$ cat config.mk
export PLATFORM = sky130hd
export DESIGN_NAME = bdh_mod
export DESIGN_NICKNAME = d
export VERILOG_FILES = /design/src/rtl/core/bdh_pkg.sv /design/src/rtl/core/bdh_mod.sv
export SDC_FILE = /design/constraint.sdc
export NUM_CORES = 1
export LEC_CHECK = 0
export BUFFER_PORTS_ARGS = -buffer_cell sky130_fd_sc_hd__buf_2
export CAP_MARGIN = 30
export CORE_MARGIN = 10
export CORE_UTILIZATION = 28
export CTS_BUF_LIST = sky130_fd_sc_hd__clkbuf_4
export CTS_CLUSTER_DIAMETER = 200
export DETAILED_ROUTE_END_ITERATION = 8
export GPL_ROUTABILITY_DRIVEN = 1
export GPL_TIMING_DRIVEN = 0
export HOLD_SLACK_MARGIN = 0.12
export SLEW_MARGIN = 20
export SYNTH_ARGS = -nofsm -noshare
export SYNTH_HDL_FRONTEND = slang
export SYNTH_SLANG_ARGS = --single-unit
$ cat constraint.sdc
create_clock -name clk -period 8.03 [get_ports clk]
set_clock_uncertainty 0.15 [all_clocks]
set_input_delay 0 -clock clk [delete_from_list [all_inputs] [get_ports clk]]
set_output_delay 0 -clock clk [all_outputs]
set_load 0.01 [all_outputs]
$ cat src/rtl/core/bdh_pkg.sv
// Shared types and constants for the double-hashed name table.
package bdh_pkg;

  localparam int SLOTS   = 4096;
  localparam int ROWS    = 2048;
  localparam int SLOT_AW = $clog2(SLOTS);
  localparam int ROW_AW  = $clog2(ROWS);
  localparam int ENTRY_W = ROW_AW + 1;
  localparam int SIZE_W  = 12;
  localparam int PC_W    = 13;
  localparam int KEY_W   = 32;

  localparam logic [1:0] CMD_INSERT = 2'd0;
  localparam logic [1:0] CMD_LOOKUP = 2'd1;
  localparam logic [1:0] CMD_CLEAR  = 2'd2;
  localparam logic [1:0] CMD_NOP    = 2'd3;

  localparam logic [1:0] ST_OK       = 2'd0;
  localparam logic [1:0] ST_DUP      = 2'd1;
  localparam logic [1:0] ST_NOTFOUND = 2'd2;
  localparam logic [1:0] ST_FULL     = 2'd3;

  typedef struct packed {
    logic [1:0]  command;
    logic [63:0] name_key;
  } bdh_in_t;

  typedef struct packed {
    logic [1:0]        status;
    logic [ROW_AW-1:0] row_index;
    logic [PC_W-1:0]   probe_count;
  } bdh_out_t;

  typedef struct packed {
    logic               we;
    logic [SLOT_AW-1:0] addr;
    logic [ENTRY_W-1:0] wdata;
  } slot_req_t;

  typedef struct packed {
    logic              we;
    logic [ROW_AW-1:0] addr;
    logic [63:0]       wdata;
  } name_req_t;

  typedef struct packed {
    logic              go;
    logic [KEY_W-1:0]  dividend;
    logic [SIZE_W-1:0] divisor;
  } mod_req_t;

endpackage

$ cat src/rtl/core/bdh_mod.sv
// Bit-serial remainder unit: 32-bit dividend modulo a 12-bit divisor.
module bdh_mod
  import bdh_pkg::*;
(
  input  logic              clk,
  input  logic              rst,
  input  mod_req_t          req,
  output logic              done,
  output logic [SIZE_W-1:0] rem
);
  logic                     active;
  logic [4:0]               cnt;
  logic [KEY_W-1:0]         dvd;
  logic [SIZE_W-1:0]        dsr;
  logic [SIZE_W:0]          trial;

  assign trial = {rem, dvd[KEY_W-1]};

  always_ff @(posedge clk) begin
    if (rst) begin
      active <= 1'b0;
      done   <= 1'b0;
      cnt    <= '0;
    end else begin
      done <= !req.go && active && (cnt == 5'd31);
      if (req.go) begin
        dvd    <= req.dividend;
        dsr    <= req.divisor;
        rem    <= '0;
        cnt    <= '0;
        active <= 1'b1;
      end else if (active) begin
        if (trial >= {1'b0, dsr}) begin
          rem <= SIZE_W'(trial - {1'b0, dsr});
        end else begin
          rem <= trial[SIZE_W-1:0];
        end
        dvd <= dvd << 1;
        cnt <= cnt + 5'd1;
        if (cnt == 5'd31) begin
          active <= 1'b0;
        end
      end
    end
  end
endmodule

==> run_results.csv <==
group,metric,value,unit
global_route,grt_usage,0.0968,
logic_synthesis,ys_warn_count,0,
worst_setup_path,end_kind,"register",
logic_synthesis,ys_seq_elements,63,
route,drtPass1Iterations,4,
logic_synthesis,synthTopCellsByArea,"edfxtp_1, mux2_2, ha_1, dfxtp_1, xnor2_1",
place,port_buffers,58,
floorplanning,ios,60,
global_route,grt_pass1_wl,12500,microns
timing,relSlewSlack,0.492,
logic_synthesis,synth_cells,237,
floorplanning,die_h,126,microns
route,drt-total-wl,7460,microns
global_route,grt_max_degree,29,
route,wire_per_inst,13.9,microns
finish,fill_cells,1027,
finish,num_antenna_cells,0,
timing,setup-violations-final,0,
flow_run,drv_cap,0,
timing,min_period_over_period,0.344,
place,dpl-instance-area,3670,sq um
logic_synthesis,async_reset_ff_frac,0,
timing,period_needed,2760,ps
floorplanning,initial_utilization,0.289,
place,dp_slack,5260,ps
logic_synthesis,ys_seq_area_frac,0.574,
route,drc,0,
place,hpwl,4920,microns
cts,cts_buffers,9,
logic_synthesis,synth.avg_cell_area,13.4,sq um
floorplanning,rows,38,
run_status,run_status,"finished, final reports clean",
logic_synthesis,netlist.area_leader.share,0.530,
finish,final_area,4610,sq um
route,dr_total_vias,2369,
global_route,first_global_vias,2628,
cts,clkLatencyLatePin,420,ps
timing,slew_violations,0,
worst_hold_path,holdCritPathClass,"input pin to register",
place,place_congestion,0.837,
finish,drive_gt1_frac,0.296,
power,p_per_area,173,nW/um^2
worst_setup_path,worstPathArrival,2780,ps
cts,htreeDepth,3,
logic_synthesis,ys_types,40,
logic_synthesis,synth_fa_ha_area_frac,0.0615,
timing,tns,0,ps
logic_synthesis,synth_edf_count,56,
floorplanning,die_area,16000,sq um
logic_synthesis,synth_area,3170,sq um
worst_setup_path,cp_max_fo,3,
floorplanning,fp.dieW,126,microns
power,peakVddDrop,108,uV
logic_synthesis,synth_top_family_by_area,"multiplexers",
finish,area_growth,45.3,%
cts,cts-root-buf,"clkbuf_4",
finish,final_nets,452,
route,drt_iter0_drc,64,
logic_synthesis,synth_mux_area_frac,0.132,
cts,cts.sinks,63,
worst_setup_path,crit_path_start_kind,"register",
timing,hold_viol,0,
logic_synthesis,synth-simple-area-share,0.0718,
timing,rsz0062_at_grt,"no",
cts,cts_resized,0,
worst_setup_path,crit_type,"register to register",
logic_synthesis,ys.flop_type,"edfxtp_1",
route,viasPerCell,4.43,
logic_synthesis,synth_nets,299,
cts,cts.clk_slew.worst_paths,120,ps
cts,cts_tree,"done",
global_route,overflow,0,
power,p_leak,1.84,nW
timing,max_freq,363,MHz
worst_setup_path,crit_required,8050,ps
cts,clk_path_buf_depth,2,
cts,cts_hold_buf,83,
global_route,antenna_found_initial,0,
cts,cts_setup_buffers,0,
logic_synthesis,synthXorXnorAreaFrac,0.0359,
route,ant_nets,0,
timing,worstMarginPinSlew,759,ps
floorplanning,coreArea,11000,sq um
logic_synthesis,synth_compound_gate_area_share,0.0962,
timing,layout_setup_ws,5270,ps
logic_synthesis,synth_largest_area_cell,"edfxtp_1",
## per-layer routing
layer,global-route usage,part of all wire,up-vias
met4,0.0368,0.016,0
li1,-,-,1177
met5,0,0,-
met2,0.170,0.50,54
met3,0.0416,0.064,10
met1,0.100,0.42,1128
## cell families (layout without fill, tap and decap cells)
logic type,Yosys count,count (layout)
XOR/XNOR,13,13
AO/OA/AOI/OAI,38,38
flip-flops,63,63
adder cells (fa/ha/maj),15,15
multiplexers,38,38
buffers and inverters,22,180
AND/OR/NAND/NOR,48,48
## layout make-up
type / instances / area, sq um / area share
tap: 140 / 175 / 0.0380
sequential: 63 / 1820 / 0.395
clock inverter: 6 / 37.5 / 0.00814
clock buffer: 10 / 75.1 / 0.0163
multi-input combinational: 152 / 1270 / 0.276
inverter: 14 / 52.6 / 0.0114
timing repair buffer: 142 / 1140 / 0.247
buffer: 8 / 37.5 / 0.00814
## sequential cells by signal, indices dropped and copies added, names as in the netlist
register  flops
rem          12
cnt           5
active        1
done          1
dvd          32
dsr          12
## report_power, final
part,internal (W),switching (W)
Sequential,0.000386,0.0000104
Combinational,0.000113,0.0000980
Clock,0.0000652,0.000125
## synth_stat cells (2+ instances only)
cell type / instances
nor2b_1: 3
nand2_1: 9
nor3_1: 2
ha_1: 14
a211oi_2: 2
edfxtp_1: 56
xnor2_1: 10
mux2_2: 31
xor2_1: 3
and2_1: 2
o21bai_1: 3
o21ai_0: 6
clkbuf_1: 6
a21oi_1: 12
nor2_1: 22
mux2i_1: 7
a21o_1: 3
dfxtp_1: 7
o41ai_1: 2
and3_1: 3
inv_1: 14
o21ai_1: 2
## path summary, 6_finish.rpt
path                       start                   end  slack [ps]  cells past startpoint
max            dvd[31]$_DFFE_PP_  rem[8]$_SDFFCE_PP0P_        5270                     11
min                       req[3]      dsr[3]$_DFFE_PP_         150                      2
max reg2reg    dvd[31]$_DFFE_PP_  rem[8]$_SDFFCE_PP0P_        5270                     11
min reg2reg  cnt[4]$_SDFFE_PP0P_   cnt[4]$_SDFFE_PP0P_         380                      2
## worst max-delay path, cell delays in order (launching register included)
cell	delay, ps
edfxtp_1	400
inv_1	70
ha_1	180
inv_1	60
fa_1	400
a21o_1	240
a2111oi_4	390
o21bai_1	110
a21o_1	200
xor2_1	140
mux2i_1	130
nor2_1	50
## placed cells by master, fill, tap and decap left out, types with 9 or more instances in the layout
cell type,Yosys,final
dlygate4sd3_1,0,83
buf_2,0,58
edfxtp_1,56,56
mux2_2,31,31
nor2_1,22,21
inv_1,14,14
ha_1,14,14
a21oi_1,12,12
xnor2_1,10,10
clkbuf_4,0,10
nand2_1,9,9
## per-stage QoR
step                      power (W)   util  std cells  hold WS [ps]
after floorplan            0.000531      -        237         -70.7
after global placement     0.000574  0.331        435          30.4
after detailed placement   0.000578  0.334        436          28.1
after CTS                  0.000807  0.420        535           124
after global routing       0.000845  0.420        535           130
final                      0.000798  0.420        535           152
Power figures use the tool's default switching activity.
