===== config.mk =====
export PLATFORM = sky130hd
export DESIGN_NAME = bdh_ram
export DESIGN_NICKNAME = d
export VERILOG_FILES = /design/src/rtl/core/bdh_ram.sv
export SDC_FILE = /design/constraint.sdc
export NUM_CORES = 1
export LEC_CHECK = 0
export BUFFER_PORTS_ARGS = -buffer_cell sky130_fd_sc_hd__buf_2
export CAP_MARGIN = 20
export CORE_ASPECT_RATIO = 0.5
export CORE_MARGIN = 2
export CORE_UTILIZATION = 38
export DETAILED_ROUTE_END_ITERATION = 6
export PLACE_DENSITY = 0.55
export SYNTH_ARGS = -nofsm -noshare
export SYNTH_HDL_FRONTEND = slang
export SYNTH_SLANG_ARGS = --single-unit

===== constraint.sdc =====
create_clock -name clk -period 1.5 [get_ports clk]
set_input_delay 0.075 -clock clk [delete_from_list [all_inputs] [get_ports clk]]
set_output_delay 0.075 -clock clk [all_outputs]
set_load 0.02 [all_outputs]

===== src/rtl/core/bdh_ram.sv =====
// Generic single-port RAM with registered read.
module bdh_ram #(
  parameter int WIDTH = 8,
  parameter int DEPTH = 16
) (
  input  logic                     clk,
  input  logic                     we,
  input  logic [$clog2(DEPTH)-1:0] addr,
  input  logic [WIDTH-1:0]         wdata,
  output logic [WIDTH-1:0]         rdata
);
  logic [WIDTH-1:0] mem [DEPTH];

  always_ff @(posedge clk) begin
    if (we) begin
      mem[addr] <= wdata;
    end
    rdata <= mem[addr];
  end
endmodule


==> flow_metrics.env, run 1 <==
export IMPL_status="finished, violations left"
export IMPL_violations="design-rule violations"
export IMPL_synthCells=230
export IMPL_p_comb_share_pct=5.0
export IMPL_ctsHoldBuffers=0
export IMPL_hold_depth=1
export IMPL_r2r_end="rdata[6]"
export IMPL_ys_seq_elements=136
export IMPL_clk_latency_ns=0.40
export IMPL_p_int_uw=7090
export IMPL_grt_first_pass_wirelength_um=15800
export IMPL_final_cell_mix="edfxtp_1, mux4_2, buf_4, buf_2, clkbuf_16"
export IMPL_clock_skew_ns=0.00669
export IMPL_path_buf_inv=0
export IMPL_synth_area_per_cell_um2=22.0
export IMPL_coreArea_um2=12800
export IMPL_clkTransAtPathRegs_ns=0.06
export IMPL_cp_num_cells=3
export IMPL_drive_above_1_share_pct=36.9
export IMPL_r2r_cells=3
export IMPL_fin_crit_sh_pct=86.9
export IMPL_routed_wl_um=9840
export IMPL_wl_per_cell_um=21.0
export IMPL_yosysUniqueCellTypes=18
export IMPL_gp_congestion=0.778
export IMPL_cp_startpoint="mem[0][6]"
export IMPL_crit_chain="mux4_2 > a22oi_1 > nand2_1"
export IMPL_clock_sinks=136
export IMPL_finalHoldViolCount=0
export IMPL_grt_pass1_vias=2664
export IMPL_hp_class="in2reg"
export IMPL_crit_end="rdata[6]"
export IMPL_switching_share_pct=19.3
export IMPL_yosysWarnings=0
export IMPL_r2r_start="mem[0][6]"
export IMPL_overflow=0
export IMPL_synth_fp_nets=244
export IMPL_die_y_um=85.7
export IMPL_clk_path_buf_depth=2
export IMPL_dieArea_um2=14300
export IMPL_rsz0062_at_grt="false"
export IMPL_dpl_hpwl_um=6580
export IMPL_worst_setup_path_start_kind="flop"
export IMPL_layout_nets=300
export IMPL_setup_viol=0
export IMPL_drt_iter0_markers=186
export IMPL_netlist_area_um2=5070
export IMPL_ios=22
export IMPL_p_clk_share_pct=46.3
export IMPL_pwr_share_seq_pct=48.7
export IMPL_multi_input_area_um2=1010
export IMPL_crit_arrival_ns=1.58
export IMPL_max_freq_mhz=767
export IMPL_critPathMaxStageDelay_ns=0.46
export IMPL_switching_power_uw=1700
export IMPL_final_common_cell="edfxtp_1"
export IMPL_dp_cells=437
export IMPL_totalPowerFinal_uw=8790
export IMPL_ctsResizeCount=0
export IMPL_rows=29
export IMPL_vdd_drop_max_mv=0.589
export IMPL_post_cts_setup_buffer_count=0
export IMPL_crit_type="reg2reg"
export IMPL_syn_to_final_growth_pct=21.9
export IMPL_drtAntennaViolNets=0
export IMPL_cp_required_ns=1.78
export IMPL_htreeDepth=4
export IMPL_final_cell_count_no_fill=468
export IMPL_globalRouteTotalUtil_pct=15.4
export IMPL_tightest_slew_ns=0.875
export IMPL_cp_end_kind="flop"
export IMPL_clock_root_buffer="clkbuf_16"
export IMPL_die_x_um=167
export IMPL_drv_cap=0
export IMPL_diodes=0
export IMPL_holdCritStartpoint="wdata[1]"
export IMPL_r2r_slack_ns=0.20
export IMPL_numCtsBuffers=17
export IMPL_final_seq_area_um2=4000
export IMPL_yosysSeqAreaShare_pct=79.0
export IMPL_cts_tree="yes"
export IMPL_start_util_pct=39.5
export IMPL_viasPerCell=5.28
export IMPL_power_density_nw_per_um2=1420
export IMPL_period_needed_ns=1.30
export IMPL_critical_path_max_fanout=1
export IMPL_grt_start_max_net_pins=29
export IMPL_cpMaxStageDelayCell="mux4_2"
export IMPL_slew_headroom_pct=41.6
export IMPL_drtPass1Iterations=6
export IMPL_leakage_uw=0.00206
export IMPL_num_vias=2473
export IMPL_antenna_found_initial=0
export IMPL_port_buffers=21
export IMPL_crit_family="multiplexers"
export IMPL_drc=1
export IMPL_drv_slew=0
export IMPL_nFillCells=1075
## registers in the layout (all words and copies together), names as in the netlist
| signal | flops |
|---|---|
| mem | 128 |
| rdata | 8 |
## cells in the mapped netlist
cell type  instances  share of area (%)
buf_2              2               0.20
nor2_1            13               0.96
mux4_2            32                 14
buf_6              2               0.44
nand2b_1           2               0.25
and2_1             1               0.12
dfxtp_1            8                3.2
nand2_1            9               0.67
or3b_2             1               0.17
edfxtp_1         128                 76
clkbuf_2           1              0.099
nand3b_1           2               0.30
a22oi_1           16                2.4
nand3_1            1              0.099
buf_1              4               0.30
nor3_1             4               0.40
clkbuf_1           2               0.15
nor2b_1            2               0.25
## per-layer routing
layer	up-vias	track usage, %	routed length [µm]
li1	1076	-	-
met1	1313	21.7	4610
met2	74	22.9	4590
met3	10	4.48	542
met4	0	5.93	99
met5	-	0	0
## layout make-up
class / count / area share, %
clock inverters: 7 / 1.50
flip-flops and latches: 136 / 64.8
well taps: 170 / 3.44
repair buffers: 48 / 5.79
clock buffers: 24 / 8.12
multi-input cells: 83 / 16.3
## stage by stage
step	worst slack, ns	setup TNS, ns	cell area (µm²)	utilization [%]	hold WS [ns]
floorplan	-0.0131	-0.473	5070	-	0.174
global placement	0.0152	0	5580	43.5	0.462
detailed placement	0.0237	0	5580	43.5	0.466
CTS	0.172	0	6180	48.1	0.0305
global route	0.104	0	6180	48.1	0.0433
finish	0.196	0	6180	48.1	0.0475
## power groups by stage
| stage | registers (µW) | logic (µW) | clock network (µW) |
|---|---|---|---|
| after detailed placement | 4360 | 446 | 0 |
| after floorplan | 4380 | 220 | 0 |
| after global routing | 4280 | 481 | 4320 |
| final | 4280 | 438 | 4070 |
| after global placement | 4350 | 438 | 0 |
| after CTS | 4280 | 448 | 4160 |
## worst min-delay path by stage
stage	endpoint	slack [ns]
finish	mem[12][1]	0.05
global route	mem[12][1]	0.04
CTS	mem[12][1]	0.03
floorplan	mem[0][0]	0.17
detailed placement	mem[14][1]	0.47
global placement	mem[15][4]	0.46
## kinds of logic (layout without fill, tap and decap cells)
group | Yosys count | count (layout) | share of synthesized area [%]
flip-flops | 136 | 136 | 79.0
multiplexers | 32 | 32 | 14.2
AND/OR/NAND/NOR | 35 | 35 | 3.21
AO/OA/AOI/OAI | 16 | 16 | 2.37
buffers and inverters | 11 | 79 | 1.19
(Power assumes the default switching activity.)
==> run 2: changes to the inputs <==
--- a/config.mk
+++ b/config.mk
@@ -6,5 +6,4 @@
 export NUM_CORES = 1
 export LEC_CHECK = 0
-export BUFFER_PORTS_ARGS = -buffer_cell sky130_fd_sc_hd__buf_2
 export CAP_MARGIN = 20
 export CORE_ASPECT_RATIO = 0.5
@@ -12,5 +11,6 @@
 export CORE_UTILIZATION = 38
 export DETAILED_ROUTE_END_ITERATION = 6
-export PLACE_DENSITY = 0.55
+export DONT_BUFFER_PORTS = 1
+export PLACE_DENSITY = 0.53
 export SYNTH_ARGS = -nofsm -noshare
 export SYNTH_HDL_FRONTEND = slang
==> constraint.sdc (replaced) <==
create_clock -name clk -period 1.5 [get_ports clk]
set_input_delay 0.3 -clock clk [delete_from_list [all_inputs] [get_ports clk]]
set_output_delay 0.3 -clock clk [all_outputs]
set_load 0.02 [all_outputs]
==> flow_metrics.env, run 2 (same netlist as run 1, synthesis figures left out) <==
export IMPL_grt_start_max_net_pins=40
export IMPL_clock_skew_ns=0.00727
export IMPL_drv_cap=0
export IMPL_antenna_found_initial=0
export IMPL_syn_to_final_growth_pct=20.9
export IMPL_finalHoldViolCount=0
export IMPL_routed_wl_um=9980
export IMPL_die_x_um=167
export IMPL_p_int_uw=7010
export IMPL_clock_root_buffer="clkbuf_16"
export IMPL_pwr_share_seq_pct=49.5
export IMPL_drtAntennaViolNets=0
export IMPL_r2r_cells=3
export IMPL_drc=0
export IMPL_worst_setup_path_start_kind="flop"
export IMPL_clk_latency_ns=0.40
export IMPL_r2r_start="mem[3][1]"
export IMPL_tightest_slew_ns=0.755
export IMPL_p_comb_share_pct=3.6
export IMPL_dieArea_um2=14300
export IMPL_final_common_cell="edfxtp_1"
export IMPL_cp_startpoint="mem[3][1]"
export IMPL_period_needed_ns=1.34
export IMPL_grt_first_pass_wirelength_um=14900
export IMPL_num_vias=2346
export IMPL_placed_cell_area_um2=5460
export IMPL_die_y_um=85.7
export IMPL_post_place_ws_ns=0.0325
export IMPL_crit_arrival_ns=1.63
export IMPL_vdd_drop_max_mv=0.704
export IMPL_ctsResizeCount=0
export IMPL_drive_above_1_share_pct=35.3
export IMPL_largest_reg_flops=128
export IMPL_drt_iter0_markers=225
export IMPL_stdcell_area_um2=6130
export IMPL_hp_class="in2reg"
export IMPL_setup_ws_ns=0.162
export IMPL_crit_type="reg2reg"
export IMPL_grt_util_met1_pct=21.7
export IMPL_gr_usage_met2_pct=21.1
export IMPL_setup_viol=0
export IMPL_power_density_nw_per_um2=1420
export IMPL_whs_ns=0.193
export IMPL_post_cts_setup_buffer_count=0
export IMPL_switching_share_pct=19.7
export IMPL_switching_power_uw=1720
export IMPL_crit_end="rdata[1]"
export IMPL_diodes=0
export IMPL_largestRegisters="mem x128, rdata x8"
export IMPL_port_buffers=0
export IMPL_rsz0062_at_grt="false"
export IMPL_cts_tree="yes"
export IMPL_htreeDepth=4
export IMPL_overflow=0
export IMPL_ios=22
export IMPL_ctsHoldBuffers=8
export IMPL_dpl_hpwl_um=6390
export IMPL_cp_end_kind="flop"
export IMPL_clk_path_buf_depth=2
export IMPL_critical_path_max_fanout=1
export IMPL_clock_sinks=136
export IMPL_p_clk_share_pct=46.9
export IMPL_coreArea_um2=12800
export IMPL_start_util_pct=39.5
export IMPL_numCtsBuffers=17
export IMPL_grt_pass1_vias=2443
export IMPL_final_cell_mix="edfxtp_1, mux4_2, clkbuf_16, a22oi_1, buf_4"
export IMPL_nFillCells=1066
export IMPL_status="finished, final reports clean"
export IMPL_cp_required_ns=1.79
export IMPL_r2r_end="rdata[1]"
export IMPL_max_freq_mhz=747
export IMPL_slew_headroom_pct=49.5
export IMPL_largest_register="mem"
export IMPL_clkTransAtPathRegs_ns=0.06
export IMPL_drtPass1Iterations=5
export IMPL_drv_slew=0
export IMPL_layout_nets=279
export IMPL_leakage_uw=0.00197
export IMPL_wl_per_cell_um=22.3
export IMPL_gp_congestion=0.720
export IMPL_globalRouteTotalUtil_pct=15.0
export IMPL_rows=29
export IMPL_fin_crit_sh_pct=89.2
export IMPL_use_met3_pct=5.68
export IMPL_r2r_slack_ns=0.16
export IMPL_grt_busiest_layer="met1"
export IMPL_viasPerCell=5.24
-- run 2: cell types whose count changed in the layout (fill, tap and decap cells not counted), sizes merged --
cell	change
bufinv	+1
clkinv	+5
clkinvlp	-1
buf	-29
clkbuf	-5
dlygate4sd3	+8
inv	+1
-- run 2: per-stage QoR --
stage / setup TNS (ns) / utilization, % / instances / power, µW
2_1_floorplan: -2.75 / - / 230 / 4610
3_3_place_gp: 0 / 42.5 / 408 / 4640
3_5_place_dp: 0 / 42.5 / 408 / 4650
4_1_cts: 0 / 47.7 / 448 / 8800
5_1_grt: 0 / 47.7 / 448 / 9020
6_report: 0 / 47.7 / 448 / 8720
-- run 2: layer usage --
metal,vias to the layer above,wire length (µm)
met3,4,718
met2,51,4510
met4,0,66
li1,1036,-
met1,1255,4690
met5,-,0
-- run 2: cell type report --
| type | count | area, µm² | area share, % |
|---|---|---|---|
| multi-input cells | 83 | 1060 | 17.4 |
| clock inverters | 13 | 154 | 2.51 |
| flip-flops and latches | 136 | 4000 | 65.3 |
| clock buffers | 19 | 433 | 7.07 |
| repair buffers | 27 | 260 | 4.25 |
| well taps | 170 | 213 | 3.47 |
-- run 2: how the worst min path moves through the flow --
stage	from	to	slack, ns	depth (start not counted)
finish	addr[1]	rdata[7]	0.19	3
CTS	addr[1]	rdata[7]	0.18	3
global placement	wdata[1]	mem[1][1]	0.40	0
floorplan	wdata[0]	mem[0][0]	0.40	0
detailed placement	wdata[1]	mem[0][1]	0.40	0
global route	addr[1]	rdata[7]	0.20	3
-- run 2: power by group through the flow --
stage | logic (µW) | clock network (µW) | registers (µW)
3_5_place_dp | 251 | 0 | 4400
6_report | 312 | 4090 | 4320
3_3_place_gp | 252 | 0 | 4390
4_1_cts | 317 | 4160 | 4320
5_1_grt | 337 | 4360 | 4320
2_1_floorplan | 231 | 0 | 4380
-- run 2: critical path, stage by stage, from the launching register on --
cell and delay, ns:
edfxtp_1 0.37, mux4_2 0.48, a22oi_1 0.28, nand2_1 0.09
