[src/rtl/core/bdh_pkg.sv]
// Shared types and constants for the double-hashed name table.
package bdh_pkg;

  localparam int SLOTS   = 4096;
  localparam int ROWS    = 2048;
  localparam int SLOT_AW = $clog2(SLOTS);
  localparam int ROW_AW  = $clog2(ROWS);
  localparam int ENTRY_W = ROW_AW + 1;
  localparam int SIZE_W  = 12;
  localparam int PC_W    = 13;
  localparam int KEY_W   = 32;

  localparam logic [1:0] CMD_INSERT = 2'd0;
  localparam logic [1:0] CMD_LOOKUP = 2'd1;
  localparam logic [1:0] CMD_CLEAR  = 2'd2;
  localparam logic [1:0] CMD_NOP    = 2'd3;

  localparam logic [1:0] ST_OK       = 2'd0;
  localparam logic [1:0] ST_DUP      = 2'd1;
  localparam logic [1:0] ST_NOTFOUND = 2'd2;
  localparam logic [1:0] ST_FULL     = 2'd3;

  typedef struct packed {
    logic [1:0]  command;
    logic [63:0] name_key;
  } bdh_in_t;

  typedef struct packed {
    logic [1:0]        status;
    logic [ROW_AW-1:0] row_index;
    logic [PC_W-1:0]   probe_count;
  } bdh_out_t;

  typedef struct packed {
    logic               we;
    logic [SLOT_AW-1:0] addr;
    logic [ENTRY_W-1:0] wdata;
  } slot_req_t;

  typedef struct packed {
    logic              we;
    logic [ROW_AW-1:0] addr;
    logic [63:0]       wdata;
  } name_req_t;

  typedef struct packed {
    logic              go;
    logic [KEY_W-1:0]  dividend;
    logic [SIZE_W-1:0] divisor;
  } mod_req_t;

endpackage

[src/rtl/core/bdh_seq.sv]
// Sequencer: probe walk, Brent relocation search, commit and clear sweep.
module bdh_seq
  import bdh_pkg::*;
(
  input  logic               clk,
  input  logic               rst,
  input  logic               start,
  input  bdh_in_t            req,
  input  logic [SIZE_W-1:0]  table_size,
  output logic               busy,
  output logic               rsp_valid,
  output bdh_out_t           rsp,
  output slot_req_t          slot_req,
  input  logic [ENTRY_W-1:0] slot_rd,
  output name_req_t          name_req,
  input  logic [63:0]        name_rd,
  output mod_req_t           mod_req,
  input  logic               mod_done,
  input  logic [SIZE_W-1:0]  mod_rem
);
  localparam logic [4:0] S_IDLE = 5'd0;
  localparam logic [4:0] S_CLR  = 5'd1;
  localparam logic [4:0] S_KM1  = 5'd2;
  localparam logic [4:0] S_KM1W = 5'd3;
  localparam logic [4:0] S_KM2  = 5'd4;
  localparam logic [4:0] S_KM2W = 5'd5;
  localparam logic [4:0] S_WRD  = 5'd6;
  localparam logic [4:0] S_WSL  = 5'd7;
  localparam logic [4:0] S_WNM  = 5'd8;
  localparam logic [4:0] S_WEND = 5'd9;
  localparam logic [4:0] S_BCHK = 5'd10;
  localparam logic [4:0] S_BRS  = 5'd11;
  localparam logic [4:0] S_BRN  = 5'd12;
  localparam logic [4:0] S_BDIV = 5'd13;
  localparam logic [4:0] S_BTO  = 5'd14;
  localparam logic [4:0] S_BTS  = 5'd15;
  localparam logic [4:0] S_BEND = 5'd16;
  localparam logic [4:0] S_COM1 = 5'd17;
  localparam logic [4:0] S_COM2 = 5'd18;

  logic [4:0]         state;
  logic [1:0]         cmd;
  logic [63:0]        nm;
  logic [SIZE_W-1:0]  s;
  logic [KEY_W-1:0]   key;
  logic [SLOT_AW-1:0] start_pos, stride, pos, at, to, rstride;
  logic [SLOT_AW-1:0] best_at, best_to, clr_addr;
  logic [PC_W-1:0]    passed, remain, gain, best_gain;
  logic [ENTRY_W-1:0] entry, res, best_res, row_count;
  logic               hit, empty, clr_rsp;
  logic [ENTRY_W-1:0] slot_rd_m1, entry_m1;
  logic [SLOT_AW-1:0] to_step;
  logic [SIZE_W-1:0]  s_in;
  logic               rsp_valid_next;

  // (p + d) mod s with p < s and d < s
  function automatic logic [SLOT_AW-1:0] step_pos(input logic [SLOT_AW-1:0] p,
                                                  input logic [SLOT_AW-1:0] d,
                                                  input logic [SIZE_W-1:0] sz);
    logic [SLOT_AW:0] sum;
    sum = {1'b0, p} + {1'b0, d};
    if (sum >= {1'b0, sz}) begin
      sum = sum - {1'b0, sz};
    end
    return sum[SLOT_AW-1:0];
  endfunction

  assign slot_rd_m1 = slot_rd - ENTRY_W'(1);
  assign entry_m1   = entry - ENTRY_W'(1);
  assign to_step    = step_pos(to, rstride, s);
  // a 12-bit size never exceeds the slot count, so only the low clamp applies
  assign s_in       = (table_size < SIZE_W'(3)) ? SIZE_W'(3) : table_size;
  assign busy       = (state != S_IDLE);

  always_comb begin
    slot_req       = '0;
    name_req       = '0;
    mod_req        = '0;
    rsp_valid_next = 1'b0;
    unique case (state)
      S_IDLE: rsp_valid_next = start && (req.command == CMD_NOP);
      S_CLR: begin
        slot_req.we    = 1'b1;
        slot_req.addr  = clr_addr;
        rsp_valid_next = clr_rsp && (clr_addr == SLOT_AW'(SLOTS - 1));
      end
      S_KM1: begin
        mod_req.go       = 1'b1;
        mod_req.dividend = key;
        mod_req.divisor  = s;
      end
      S_KM2: begin
        mod_req.go       = 1'b1;
        mod_req.dividend = key;
        mod_req.divisor  = s - SIZE_W'(2);
      end
      S_WRD:  slot_req.addr = pos;
      S_WSL:  name_req.addr = slot_rd_m1[ROW_AW-1:0];
      // answer now unless the insert goes on to relocation
      S_WEND: rsp_valid_next = (cmd == CMD_LOOKUP) || hit || !empty ||
                               (row_count >= ENTRY_W'(ROWS));
      S_BCHK: slot_req.addr = at;
      S_BRS:  name_req.addr = slot_rd_m1[ROW_AW-1:0];
      S_BRN: begin
        mod_req.go       = 1'b1;
        mod_req.dividend = name_rd[31:0] + name_rd[63:32];
        mod_req.divisor  = s - SIZE_W'(2);
      end
      S_BTO:  slot_req.addr = to_step;
      S_COM1: begin
        slot_req.we    = (best_gain != '0);
        slot_req.addr  = best_to;
        slot_req.wdata = best_res;
      end
      S_COM2: begin
        slot_req.we    = 1'b1;
        slot_req.addr  = best_at;
        slot_req.wdata = row_count + ENTRY_W'(1);
        name_req.we    = 1'b1;
        name_req.addr  = row_count[ROW_AW-1:0];
        name_req.wdata = nm;
        rsp_valid_next = 1'b1;
      end
      default: ;
    endcase
  end

  always_ff @(posedge clk) begin
    if (rst) begin
      state     <= S_CLR;
      clr_addr  <= '0;
      clr_rsp   <= 1'b0;
      row_count <= '0;
      rsp_valid <= 1'b0;
    end else begin
      rsp_valid <= rsp_valid_next;
      unique case (state)
        S_IDLE: begin
          if (start) begin
            cmd <= req.command;
            nm  <= req.name_key;
            s   <= s_in;
            key <= req.name_key[31:0] + req.name_key[63:32];
            priority case (req.command)
              CMD_CLEAR: begin
                clr_addr <= '0;
                clr_rsp  <= 1'b1;
                state    <= S_CLR;
              end
              CMD_NOP: rsp <= '0;
              default: state <= S_KM1;
            endcase
          end
        end
        S_CLR: begin
          clr_addr <= clr_addr + SLOT_AW'(1);
          if (clr_addr == SLOT_AW'(SLOTS - 1)) begin
            row_count <= '0;
            rsp       <= '0;
            state     <= S_IDLE;
          end
        end
        S_KM1: state <= S_KM1W;
        S_KM1W: begin
          if (mod_done) begin
            start_pos <= mod_rem;
            pos       <= mod_rem;
            state     <= S_KM2;
          end
        end
        S_KM2: state <= S_KM2W;
        S_KM2W: begin
          if (mod_done) begin
            stride <= mod_rem + SLOT_AW'(1);
            passed <= '0;
            hit    <= 1'b0;
            empty  <= 1'b0;
            state  <= S_WRD;
          end
        end
        S_WRD: begin
          state <= (passed == PC_W'(s)) ? S_WEND : S_WSL;
        end
        S_WSL: begin
          entry <= slot_rd;
          if (slot_rd == '0) begin
            empty <= 1'b1;
            state <= S_WEND;
          end else begin
            state <= S_WNM;
          end
        end
        S_WNM: begin
          if (name_rd == nm) begin
            hit   <= 1'b1;
            state <= S_WEND;
          end else begin
            passed <= passed + PC_W'(1);
            pos    <= step_pos(pos, stride, s);
            state  <= S_WRD;
          end
        end
        S_WEND: begin
          rsp.probe_count <= passed;
          if (cmd == CMD_LOOKUP) begin
            rsp.status    <= hit ? ST_OK : ST_NOTFOUND;
            rsp.row_index <= hit ? entry_m1[ROW_AW-1:0] : '0;
            state         <= S_IDLE;
          end else if (hit) begin
            rsp.status    <= ST_DUP;
            rsp.row_index <= entry_m1[ROW_AW-1:0];
            state         <= S_IDLE;
          end else if (!empty || row_count >= ENTRY_W'(ROWS)) begin
            rsp.status    <= ST_FULL;
            rsp.row_index <= '0;
            state         <= S_IDLE;
          end else begin
            best_gain <= '0;
            best_at   <= pos;
            best_to   <= pos;
            at        <= start_pos;
            remain    <= passed;
            state     <= S_BCHK;
          end
        end
        S_BCHK: state <= (remain > PC_W'(1)) ? S_BRS : S_COM1;
        S_BRS: begin
          res   <= slot_rd;
          state <= S_BRN;
        end
        S_BRN: state <= S_BDIV;
        S_BDIV: begin
          if (mod_done) begin
            rstride <= mod_rem + SLOT_AW'(1);
            to      <= at;
            gain    <= remain - PC_W'(1);
            state   <= S_BTO;
          end
        end
        S_BTO: begin
          if (gain != '0) begin
            to    <= to_step;
            state <= S_BTS;
          end else begin
            state <= S_BEND;
          end
        end
        S_BTS: begin
          if (slot_rd == '0) begin
            state <= S_BEND;
          end else begin
            gain  <= gain - PC_W'(1);
            state <= S_BTO;
          end
        end
        S_BEND: begin
          if (gain > best_gain) begin
            best_gain <= gain;
            best_at   <= at;
            best_to   <= to;
            best_res  <= res;
          end
          at     <= step_pos(at, stride, s);
          remain <= remain - PC_W'(1);
          state  <= S_BCHK;
        end
        S_COM1: state <= S_COM2;
        S_COM2: begin
          rsp.status      <= ST_OK;
          rsp.row_index   <= row_count[ROW_AW-1:0];
          rsp.probe_count <= passed;
          row_count       <= row_count + ENTRY_W'(1);
          state           <= S_IDLE;
        end
        default: state <= S_IDLE;
      endcase
    end
  end
endmodule

[config.mk]
export PLATFORM = sky130hd
export DESIGN_NAME = bdh_seq
export DESIGN_NICKNAME = d
export VERILOG_FILES = /design/src/rtl/core/bdh_pkg.sv /design/src/rtl/core/bdh_seq.sv
export SDC_FILE = /design/constraint.sdc
export NUM_CORES = 1
export LEC_CHECK = 0
export BUFFER_PORTS_ARGS = -buffer_cell sky130_fd_sc_hd__clkbuf_2
export CAP_MARGIN = 25
export CORE_ASPECT_RATIO = 1.75
export CORE_MARGIN = 2
export CORE_UTILIZATION = 59
export DETAILED_ROUTE_END_ITERATION = 7
export PLACE_DENSITY_LB_ADDON = 0.12
export SLEW_MARGIN = 15
export SYNTH_ARGS = -nofsm -noshare
export SYNTH_HDL_FRONTEND = slang
export SYNTH_SLANG_ARGS = --single-unit
[constraint.sdc]
create_clock -name clk -period 8.55 [get_ports clk]
set_clock_uncertainty 0.15 [all_clocks]
set_input_delay 0.4275 -clock clk [delete_from_list [all_inputs] [get_ports clk]]
set_output_delay 0.4275 -clock clk [all_outputs]
set_load 0.03 [all_outputs]
==> metrics.md <==
| Metric | Value |
|---|---|
| Area Growth Syn to Fin | 18.4% |
| RSZ-0062 raised after global routing | no |
| Nets | 3109 |
| Startpoint Class | flip-flop |
| CTS buffer count | 34 |
| Crit share post-route | 68.5% |
| Worst-case clock buffer depth | 3 |
| Antenna diodes | 0 |
| Initial core utilization | 59.5% |
| Starting DRC count in detailed routing | about 1400 |
| Vias | 20400 |
| Synth Instances | 2358 |
| Share of the synthesized area in the top cell type | 41.5% |
| MaxCap Viol Count | 0 |
| Worst Tran Pin Value | 1.01 ns |
| First-pass GRT wire length | around 120 mm |
| Count leader, synth | edfxtp_1 |
| Filler Cells Inserted | 2952 |
| DR WL/cell | 23.8 µm |
| Commonest cells post-synth | edfxtp_1, nand2_1, xnor2_1, o21ai_0, nor2_1 |
| Setup CP Type | reg -> out |
| WHS | -0.000124 ns |
| Synth area leader | edfxtp_1 |
| Drt total wl | 78.2 mm |
| Vias/cell | 6.19 |
| FF-to-FF path depth | 17 |
| Mean Syn Cell Area | 9.86 µm² |
| DP Cell Count | 3138 |
| DRT antenna net count | 0 |
| Req. time, crit path | 7.97 ns |
| DR pass1 iterations | 8 |
| Max frequency | 0.171 GHz |
| Flop and latch count out of synthesis | 352 |
| Setup slack, reg-to-reg | 3.48 ns |
| Die X | 154 µm |
| Setup TNS | 0 ns |
| CP Capture Type | output port |
| Ys Warns | 0 |
| End point of the critical path | slot_req[12] |
| Clk root buf | clkbuf_16 |
| # port buffers | 343 |
| Initial antenna violation count | 1 |
| Mapped Nets | 2695 |
| Status | finished with violations |
| CTS tree | done |
| Met1 Use GR | 34.4% |
| Final setup viols | 0 |
| Maximum vdd drop | roughly 0.19 mV |
| Hold Fails Final Rpt | 1 |
| Clock network latency to the later pin of the worst-skew pair | 0.56 ns |
| Worst hold stages | 1 |
| Placer Congestion | 1.04 |
| EDFF count, synth | 321 |
| R2R Path Start | stride[1]$_DFFE_PP_ |
| CTS resizes | 0 |
| Failing checks | negative hold slack |
| Worst slack, placed | 3.35 ns |
| Clock transition at the registers of the reported paths | 0.06 ns |
| Worst Path Max Fanout | 11 |
| Critical Path Start | to[1]$_DFFE_PP_ |
| Post-synth top flop | edfxtp_1 |
| Site Rows | 96 |
| Post-CTS setup buffers | 0 |
| Met2 GRT Util | 70.7% |
| Mapped Area | 23200 µm² |
| CTS Sinks | around 350 |
| Synth unique cells | 81 |
| Hold Crit Class | in -> reg |
| Die height | between 200 and 300 µm |
| Tmin final | roughly 5.9 ns |
| Synth top area cells | edfxtp_1, ha_1, xnor2_1 |
| Gr ovfl total | 0 |
| Core footprint | 39000 µm² |
| Leakage power | 11.1 nW |
| Reg2reg end | at[0]$_DFFE_PP_ |
| I/O Pins | between 300 and 400 |
| Final non-filler cell total | 3286 |
| Die ar. | between 40000 and 50000 µm² |
| Htree depth | 2 |
| Tot GR Track Use | 37.6% |
| Pwr Density | between 100 and 150 nW/µm² |
| Max-slew violations | 0 |
| Met3 usage | 6.10% |
| DP Wirelength | around 61 mm |
| Ratio of cells with drive above 1 in the final layout | 16.8% |
| Crit path DAT | approximately 5.3 ns |
| # DRC | 0 |
| Max-slew headroom | about a third |
| Largest net degree at the start of global routing | 65 |
| Post-CTS Hold Fix Bufs | 85 |
| Post-synthesis sequential area ratio | 44.1% |
| Top Usage Layer GRT | met2 |
| Final worst slack | 2.69 ns |
| Synth async-reset ratio | 0% |
| Vias in the first global route | 20800 |
## power by group
group	total, mW	switching (mW)	internal (mW)
Clock	1.58	0.695	0.887
Combinational	0.421	0.236	0.185
Sequential	1.87	0.00232	1.87
## kinds of logic after synthesis
logic type      share of synthesized area (%)
mux                                      2.27
compound gates                           13.9
fa+ha+maj                                9.25
simple gates                             17.8
xor+xnor                                 9.83
buf+inv                                  2.81
flops                                    44.1
## layout by cell type (no fill, tap or decap), drive strengths merged, types with 7 or more instances in the layout
cell / instances
clkbuf: 385
edfxtp: 321
nand2: 280
xnor2: 185
o21ai: 173
nor2: 165
ha: 159
a21oi: 129
and2: 87
dlygate4sd3: 86
inv: 81
xor2: 76
nor3: 58
nand3: 48
nand4: 48
a21o: 47
mux2i: 47
and3: 45
buf: 33
dfxtp: 31
nor2b: 25
nand2b: 22
o21a: 20
o21bai: 17
or3: 17
nor4: 16
a31oi: 13
o31ai: 12
a222oi: 12
a211oi: 11
o211ai: 10
fa: 8
clkinv: 8
and4: 7
or2: 7
or4: 7
## layer usage
metal	routed length, µm	vias to the layer above
li1	-	9411
met1	24200	9702
met2	41500	940
met3	4500	302
met4	8050	0
met5	0	-
## per-stage QoR
step | total power [mW] | area [µm²] | util (%) | hold WS, ns
2_1_floorplan | 2.15 | 23200 | - | 0.250
3_3_place_gp | 2.28 | 25500 | 65.3 | 0.253
3_5_place_dp | 2.29 | 25500 | 65.4 | 0.255
4_1_cts | 3.87 | 27500 | 70.4 | 0.000144
5_1_grt | 3.98 | 27500 | 70.5 | 0.000178
6_report | 3.88 | 27500 | 70.5 | -0.000124
## layout make-up
cell class	instances	area [µm²]	area share [%]
clock buffers	42	912	3.31
clock inverters	18	211	0.768
inverters	80	300	1.09
multi-input cells	1842	12400	45.0
flip-flops and latches	352	10300	37.3
well taps	490	613	2.23
repair buffers	462	2830	10.3
## worst max-delay path, stage by stage (launching register included)
cell and delay, ns:
edfxtp_1 0.41, ha_1 0.32, a21o_1 0.16, a21oi_1 0.26
o211ai_1 0.20, a21o_1 0.26, nor2b_1 0.15, o21ai_0 0.20
o31a_1 0.20, ha_1 0.30, nand4_1 0.13, o31ai_1 0.10
or3_1 0.30, nor3_1 0.20, nor2_1 0.11, a211oi_2 0.15
buf_4 0.27, mux2_2 0.37, o21ai_0 0.35, clkbuf_2 0.29
## how the worst min path moves through the flow
stage / slack [ns] / end / startpoint
5_1_grt: 0.0002 / entry[2]$_DFFE_PP_ / slot_rd[2]
6_report: -0.0001 / res[8]$_DFFE_PP_ / slot_rd[8]
3_5_place_dp: 0.25 / best_res[4]$_DFFE_PP_ / res[4]$_DFFE_PP_
4_1_cts: 0.0001 / res[11]$_DFFE_PP_ / slot_rd[11]
3_3_place_gp: 0.25 / best_res[10]$_DFFE_PP_ / res[10]$_DFFE_PP_
2_1_floorplan: 0.25 / best_res[0]$_DFFE_PP_ / res[0]$_DFFE_PP_
## sequential cells by signal, indices dropped and copies added (netlist names), 13 cells and up
register,cells
best_gain,13
gain,13
key,32
nm,64
passed,13
remain,13
rsp,26
(Power assumes the default switching activity.)
